**config.mk**
```make
export PLATFORM = sky130hd
export DESIGN_NAME = fixed_mlp_relu_inference_top
export DESIGN_NICKNAME = d
export VERILOG_FILES = /design/src/rtl/fmlp_pkg.sv /design/src/rtl/fixed_mlp_relu_inference_top.sv /design/src/rtl/fmlp_core.sv
export SDC_FILE = /design/constraint.sdc
export NUM_CORES = 2
export LEC_CHECK = 0
export BUFFER_PORTS_ARGS = -buffer_cell sky130_fd_sc_hd__buf_2
export CAP_MARGIN = 15
export CORE_MARGIN = 1.5
export CORE_UTILIZATION = 50
export CTS_CLUSTER_DIAMETER = 30
export DETAILED_ROUTE_END_ITERATION = 16
export HOLD_SLACK_MARGIN = 0.12
export PLACE_DENSITY = 0.67
export SLEW_MARGIN = 30
export SYNTH_ARGS = -nofsm -noshare
export SYNTH_HDL_FRONTEND = slang
export SYNTH_HIERARCHICAL = 1
export SYNTH_SLANG_ARGS = --single-unit
export TNS_END_PERCENT = 50
```
**constraint.sdc**
```tcl
create_clock -name clk -period 20.8 [get_ports clk]
set_clock_uncertainty 0.2 [all_clocks]
set_input_delay 1.04 -clock clk [delete_from_list [all_inputs] [get_ports clk]]
set_output_delay 1.04 -clock clk [all_outputs]
set_load 0.03 [all_outputs]
```
**src/rtl/fmlp_pkg.sv**
```systemverilog
`default_nettype none

package fmlp_pkg;

    // Network shape: three inputs, two hidden layers of four neurons, one output.
    localparam int NIN  = 3;
    localparam int NHID = 4;

    // Payload field types at the port widths.
    typedef logic signed [15:0] in_t;
    typedef logic [19:0]        h1_t;
    typedef logic [23:0]        h2_t;
    typedef logic signed [28:0] out_t;

    // Packed vectors of one layer's neuron values.
    typedef logic [NHID-1:0][19:0] h1_vec_t;
    typedef logic [NHID-1:0][23:0] h2_vec_t;

    // Accumulator types, each wide enough for the signed sum of its layer.
    typedef logic signed [21:0] acc1_t;
    typedef logic signed [25:0] acc2_t;
    typedef logic signed [29:0] acc3_t;

    // Integer weights, row = source neuron, column = destination neuron.
    typedef logic signed [4:0] wt_t;

    localparam wt_t WT1 [NIN][NHID] = '{
        '{-5'sd6,  5'sd10,  5'sd5,  5'sd1},
        '{ 5'sd8, -5'sd7,   5'sd1, -5'sd1},
        '{ 5'sd4,  5'sd7,  -5'sd3, -5'sd2}
    };

    // The rows for sources three and four are the same.
    localparam wt_t WT2 [NHID][NHID] = '{
        '{-5'sd3,  5'sd4,  5'sd5,  5'sd9},
        '{ 5'sd6, -5'sd7,  5'sd1,  5'sd4},
        '{ 5'sd3, -5'sd3, -5'sd3, -5'sd3},
        '{ 5'sd3, -5'sd3, -5'sd3, -5'sd3}
    };

    localparam wt_t WT3 [NHID] = '{5'sd2, -5'sd1, 5'sd1, 5'sd7};

    // Per-stage load enables from the pipeline control to the datapath.
    typedef struct packed {
        logic adv1;
        logic adv2;
        logic adv3;
    } fmlp_adv_t;

endpackage

`default_nettype wire

```
**src/rtl/fixed_mlp_relu_inference_top.sv**
```systemverilog
`default_nettype none

// Channel   Direction  Handshake            Payload
// s_*       in         s_tvalid / s_tready  s_tdata  48 bits: in_a, in_b, in_c
// m_*       out        m_tvalid / m_tready  m_tdata 208 bits: hid1_n0..3, hid2_n0..3, net_out
//
// Each request passes through three register stages: the first hidden layer, the
// second hidden layer and the output neuron. One request can enter every cycle while
// the output side is not stalled. The last stage is the output register.
// Reset clears the stage valid bits only; the datapath registers carry no reset.
// Each stage holds while its successor is full and stalled, so bubbles close up and
// a stall on the output side loses and repeats nothing.

module fixed_mlp_relu_inference_top (
    input  wire logic         clk,
    input  wire logic         rst_n,
    input  wire logic         s_tvalid,
    output logic              s_tready,
    // Fields from bit 0 up: in_a[15:0], in_b[31:16], in_c[47:32].
    input  wire logic [47:0]  s_tdata,
    output logic              m_tvalid,
    input  wire logic         m_tready,
    // Fields from bit 0 up: hid1_n0[19:0], hid1_n1[39:20], hid1_n2[59:40],
    // hid1_n3[79:60], hid2_n0[103:80], hid2_n1[127:104], hid2_n2[151:128],
    // hid2_n3[175:152], net_out[204:176], zero pad [207:205].
    output logic [207:0]      m_tdata
);
    import fmlp_pkg::*;

    fmlp_adv_t adv;
    logic      v1_reg;
    logic      v1_next;
    logic      v2_reg;
    logic      v2_next;
    logic      v3_reg;
    logic      v3_next;
    h1_vec_t   hid1;
    h2_vec_t   hid2;
    out_t      net_out;

    // A stage loads when it is empty or its contents move on in the same cycle.
    always_comb
    begin
        adv.adv3 = !v3_reg || m_tready;
        adv.adv2 = !v2_reg || adv.adv3;
        adv.adv1 = !v1_reg || adv.adv2;
        v1_next  = adv.adv1 ? s_tvalid : v1_reg;
        v2_next  = adv.adv2 ? v1_reg   : v2_reg;
        v3_next  = adv.adv3 ? v2_reg   : v3_reg;
    end

    always_ff @(posedge clk or negedge rst_n)
    begin
        if (!rst_n)
        begin
            v1_reg <= 1'b0;
            v2_reg <= 1'b0;
            v3_reg <= 1'b0;
        end
        else
        begin
            v1_reg <= v1_next;
            v2_reg <= v2_next;
            v3_reg <= v3_next;
        end
    end

    fmlp_core u_core (
        .clk     (clk),
        .adv     (adv),
        .in_a    (s_tdata[15:0]),
        .in_b    (s_tdata[31:16]),
        .in_c    (s_tdata[47:32]),
        .hid1    (hid1),
        .hid2    (hid2),
        .net_out (net_out)
    );

    assign s_tready = adv.adv1;
    assign m_tvalid = v3_reg;
    assign m_tdata  = {3'b000, net_out, hid2, hid1};

endmodule

`default_nettype wire

```
**src/rtl/fmlp_core.sv**
```systemverilog
`default_nettype none

module fmlp_core (
    input  wire logic                clk,
    input  wire fmlp_pkg::fmlp_adv_t adv,
    input  wire fmlp_pkg::in_t       in_a,
    input  wire fmlp_pkg::in_t       in_b,
    input  wire fmlp_pkg::in_t       in_c,
    output fmlp_pkg::h1_vec_t        hid1,
    output fmlp_pkg::h2_vec_t        hid2,
    output fmlp_pkg::out_t           net_out
);
    import fmlp_pkg::*;

    h1_vec_t h1_next;
    h1_vec_t h1_reg;
    h1_vec_t h1_p2_reg;
    h1_vec_t h1_p3_reg;
    h2_vec_t h2_next;
    h2_vec_t h2_reg;
    h2_vec_t h2_p3_reg;
    out_t    y_next;
    out_t    y_reg;

    in_t x [NIN];

    assign x[0] = in_a;
    assign x[1] = in_b;
    assign x[2] = in_c;

    // Stage one: first layer sums with ReLU.
    always_comb
    begin
        acc1_t s;
        for (int i = 0; i < NHID; i++)
        begin
            s = '0;
            for (int j = 0; j < NIN; j++)
            begin
                s = s + acc1_t'(x[j]) * acc1_t'(WT1[j][i]);
            end
            h1_next[i] = s[21] ? '0 : s[19:0];
        end
    end

    // Stage two: second layer sums with ReLU on the registered first layer.
    always_comb
    begin
        acc2_t s;
        for (int i = 0; i < NHID; i++)
        begin
            s = '0;
            for (int j = 0; j < NHID; j++)
            begin
                s = s + acc2_t'({1'b0, h1_reg[j]}) * acc2_t'(WT2[j][i]);
            end
            h2_next[i] = s[25] ? '0 : s[23:0];
        end
    end

    // Stage three: output neuron, a plain weighted sum.
    always_comb
    begin
        acc3_t s;
        s = '0;
        for (int j = 0; j < NHID; j++)
        begin
            s = s + acc3_t'({1'b0, h2_reg[j]}) * acc3_t'(WT3[j]);
        end
        y_next = s[28:0];
    end

    always_ff @(posedge clk)
    begin
        if (adv.adv1)
        begin
            h1_reg <= h1_next;
        end
        if (adv.adv2)
        begin
            h1_p2_reg <= h1_reg;
            h2_reg    <= h2_next;
        end
        if (adv.adv3)
        begin
            h1_p3_reg <= h1_p2_reg;
            h2_p3_reg <= h2_reg;
            y_reg     <= y_next;
        end
    end

    assign hid1    = h1_p3_reg;
    assign hid2    = h2_p3_reg;
    assign net_out = y_reg;

endmodule

`default_nettype wire
```
==> impl_metrics.env <==
export IMPL_grt_pass1_wl_um=186600
export IMPL_hold_path_class="reg -> reg"
export IMPL_synth_seq_cells=461
export IMPL_gr_total_overflow=0
export IMPL_outcome="finished clean"
export IMPL_grt_pass1_vias=34530
export IMPL_cts_tree="done"
export IMPL_io_buffers=257
export IMPL_clk_latency_ns=0.65
export IMPL_grt_total_usage_pct=24.50
export IMPL_grt_max_degree=80
export IMPL_synthAdderAreaFrac_pct=37.37
export IMPL_synthArstFlopShare_pct=0.6508
export IMPL_cp_start_kind="flip-flop"
export IMPL_cp_max_fo=13
export IMPL_wl_per_cell_um=19.01
export IMPL_dp_hpwl_um=100500
export IMPL_final_common_cell="inv_1"
export IMPL_r2r_start="u_core/h1_reg[41]$_SDFFCE_PP0P_"
export IMPL_fmax_mhz=114.9
export IMPL_min_period_ns=8.704
export IMPL_synth_xor_xnor_area_share_pct=5.931
export IMPL_num_rows=113
export IMPL_avgSynthCellArea_um2=10.37
export IMPL_core_region_area_um2=95010
export IMPL_detail_route_vias_per_cell=5.340
export IMPL_synthMuxAreaShare_pct=0.1096
export IMPL_die_x_um=312.7
export IMPL_post_route_drc_count=0
export IMPL_ff2ff_path_depth=30
export IMPL_synth_edf_count=458
export IMPL_tightest_slew_ns=0.9964
export IMPL_cts_resized=0
export IMPL_drive_above_1_share_pct=9.485
export IMPL_pin_count=262
export IMPL_crit_slowest_cell="a221oi_1"
export IMPL_min_from="u_core/h1_p2_reg[76]$_DFFE_PP_"
export IMPL_synthSimpleGateAreaFrac_pct=8.618
export IMPL_fillerInstances=8344
export IMPL_grt_setup_unrepaired="no"
export IMPL_postSynthCellCount=4623
export IMPL_hold_viol=0
export IMPL_cts_root_buf="clkbuf_16"
export IMPL_cts_buffers=84
export IMPL_cp_startpoint="u_core/h1_reg[41]$_SDFFCE_PP0P_"
export IMPL_gp_congestion=0.8958
export IMPL_tns_ns=0
export IMPL_holdWs_ns=0.2111
export IMPL_whs_path_depth=0
export IMPL_timing_worst_setup_path_type="reg -> reg"
export IMPL_arrival_ns=8.89
export IMPL_synth_distinct_cells=94
export IMPL_mostFrequentLayoutCells="inv_1, ha_1, edfxtp_1"
export IMPL_final_max_slew_viol_count=0
export IMPL_area_growth_pct=12.19
export IMPL_synth_top_family_by_area="adder cells"
export IMPL_drt_first_pass_iters=7
export IMPL_initial_core_util_pct=50.47
export IMPL_relSlewSlack_pct=32.70
export IMPL_synth_ff_type="edfxtp_1"
export IMPL_setup_viol=0
export IMPL_antenna_found_initial=3
export IMPL_nets=6180
export IMPL_ys_warn_count=6
export IMPL_syn_area_um2=47950
export IMPL_via_count=33630
export IMPL_antenna_left=0
export IMPL_clk_pin_slew_worst_paths_ns=0.06
export IMPL_clk_path_buf_depth=3
export IMPL_fin_crit_sh_pct=41.85
export IMPL_regToRegEndpoint="u_core/h2_reg[30]$_SDFFCE_PP0P_"
export IMPL_clock_sinks=461
export IMPL_drtIter0Drc=1828
export IMPL_synth_compound_area_share_pct=11.17
export IMPL_end_kind="flip-flop"
export IMPL_cp_required_ns=20.98
export IMPL_slowest_delay_ns=0.69
export IMPL_cts_max_level=3
export IMPL_yosysSeqAreaShare_pct=28.84
export IMPL_die_h_um=312.7
export IMPL_totalWireLength_um=119800
export IMPL_rrSetupSlack_ns=12.10
export IMPL_cap_viol_max_count=0
export IMPL_die_area_um2=97770
export IMPL_hold_path_end="u_core/hid1[76]$_DFFE_PP_"
==> routing by layer <==
layer	share of wire, %	wire length, µm	track usage [%]
met3	4.1	4922	2.044
met2	49	58130	42.58
met4	2.5	2962	7.323
met5	0.011	13	0
met1	45	53720	32.66
==> area by class of cell <==
cell class                      instances  area [µm²]  share of cell area (%)
Antenna cell                            4       10.01                 0.01861
Clock buffer                           87        2113                   3.928
Clock inverter                         70       737.0                   1.370
Inverter                              977        3675                   6.831
Multi-Input combinational cell       3159       30380                   56.48
Sequential cell                       461       13830                   25.70
Tap cell                             1265        1583                   2.942
Timing Repair Buffer                  275        1468                   2.728
==> metrics by stage <==
step	cell area, µm²	utilization (%)	setup WS, ns	std cells
global placement	50830	53.50	11.48	6134
global route	53790	56.61	11.60	6294
finish	53800	56.62	12.10	6298
floorplan	47960	-	13.27	4625
CTS	53750	56.57	12.07	6293
detailed placement	50890	53.56	12.10	6135
==> what timing repair did <==
action	4_1_cts	5_1_grt
endpoints found under the setup margin	0	0
buffers inserted	0	0
endpoints found under the hold margin	3	0
hold buffers	1	0
==> critical path: cells and delay by family (launching register included) <==
family / cells / cell delay, ns
compound gates: 11 / 3.11
flops: 1 / 0.50
simple gates: 4 / 0.93
fa+ha+maj: 9 / 2.93
xor+xnor: 1 / 0.39
buf+inv: 5 / 0.38
==> cells in the mapped netlist (10+ instances only) <==
cell type / count / share of area [%]
inv_1: 977 / 7.6
ha_1: 733 / 19
edfxtp_1: 458 / 29
fa_1: 437 / 18
nor2_1: 273 / 2.1
a21oi_1: 220 / 2.3
xnor2_1: 190 / 3.5
o21ai_0: 166 / 1.7
nand2_1: 144 / 1.1
xor2_1: 131 / 2.4
a21o_1: 108 / 1.7
nor3_1: 72 / 0.75
o21a_1: 64 / 1.0
nand3_1: 63 / 0.66
nand2b_1: 52 / 0.68
nor2b_1: 46 / 0.60
a31oi_1: 38 / 0.50
and2_1: 36 / 0.47
and3_1: 35 / 0.46
a211oi_1: 33 / 0.52
o21bai_1: 30 / 0.47
or3_1: 29 / 0.38
o31ai_1: 19 / 0.30
nor4_1: 18 / 0.23
a21boi_0: 17 / 0.27
nand4_1: 17 / 0.22
o211ai_1: 15 / 0.23
clkbuf_1: 14 / 0.11
o31a_1: 13 / 0.24
nor3b_1: 11 / 0.17
or2_2: 10 / 0.13
==> worst max path at each step <==
stage          cells past startpoint  slack, ns                               to
4_1_cts                           30      12.07  u_core/h2_reg[30]$_SDFFCE_PP0P_
3_5_place_dp                      30      12.10  u_core/h2_reg[30]$_SDFFCE_PP0P_
6_report                          30      12.10  u_core/h2_reg[30]$_SDFFCE_PP0P_
2_1_floorplan                     29      13.27  u_core/h1_reg[27]$_SDFFCE_PP0P_
3_3_place_gp                      29      11.48  u_core/h2_reg[30]$_SDFFCE_PP0P_
5_1_grt                           30      11.60  u_core/h2_reg[30]$_SDFFCE_PP0P_
==> kinds of logic after synthesis <==
logic type,count (synthesis)
xor gates and xnor gates,323
buffers and inverters,1005
AOI/OAI and AO/OA,820
DFF,461
and+or+nand+nor,837
other,2
muxes,5
adders and majority gates,1170
Power is not shown: default switching activity piles up to over one toggle a cycle in this logic, so the estimate is an artifact.
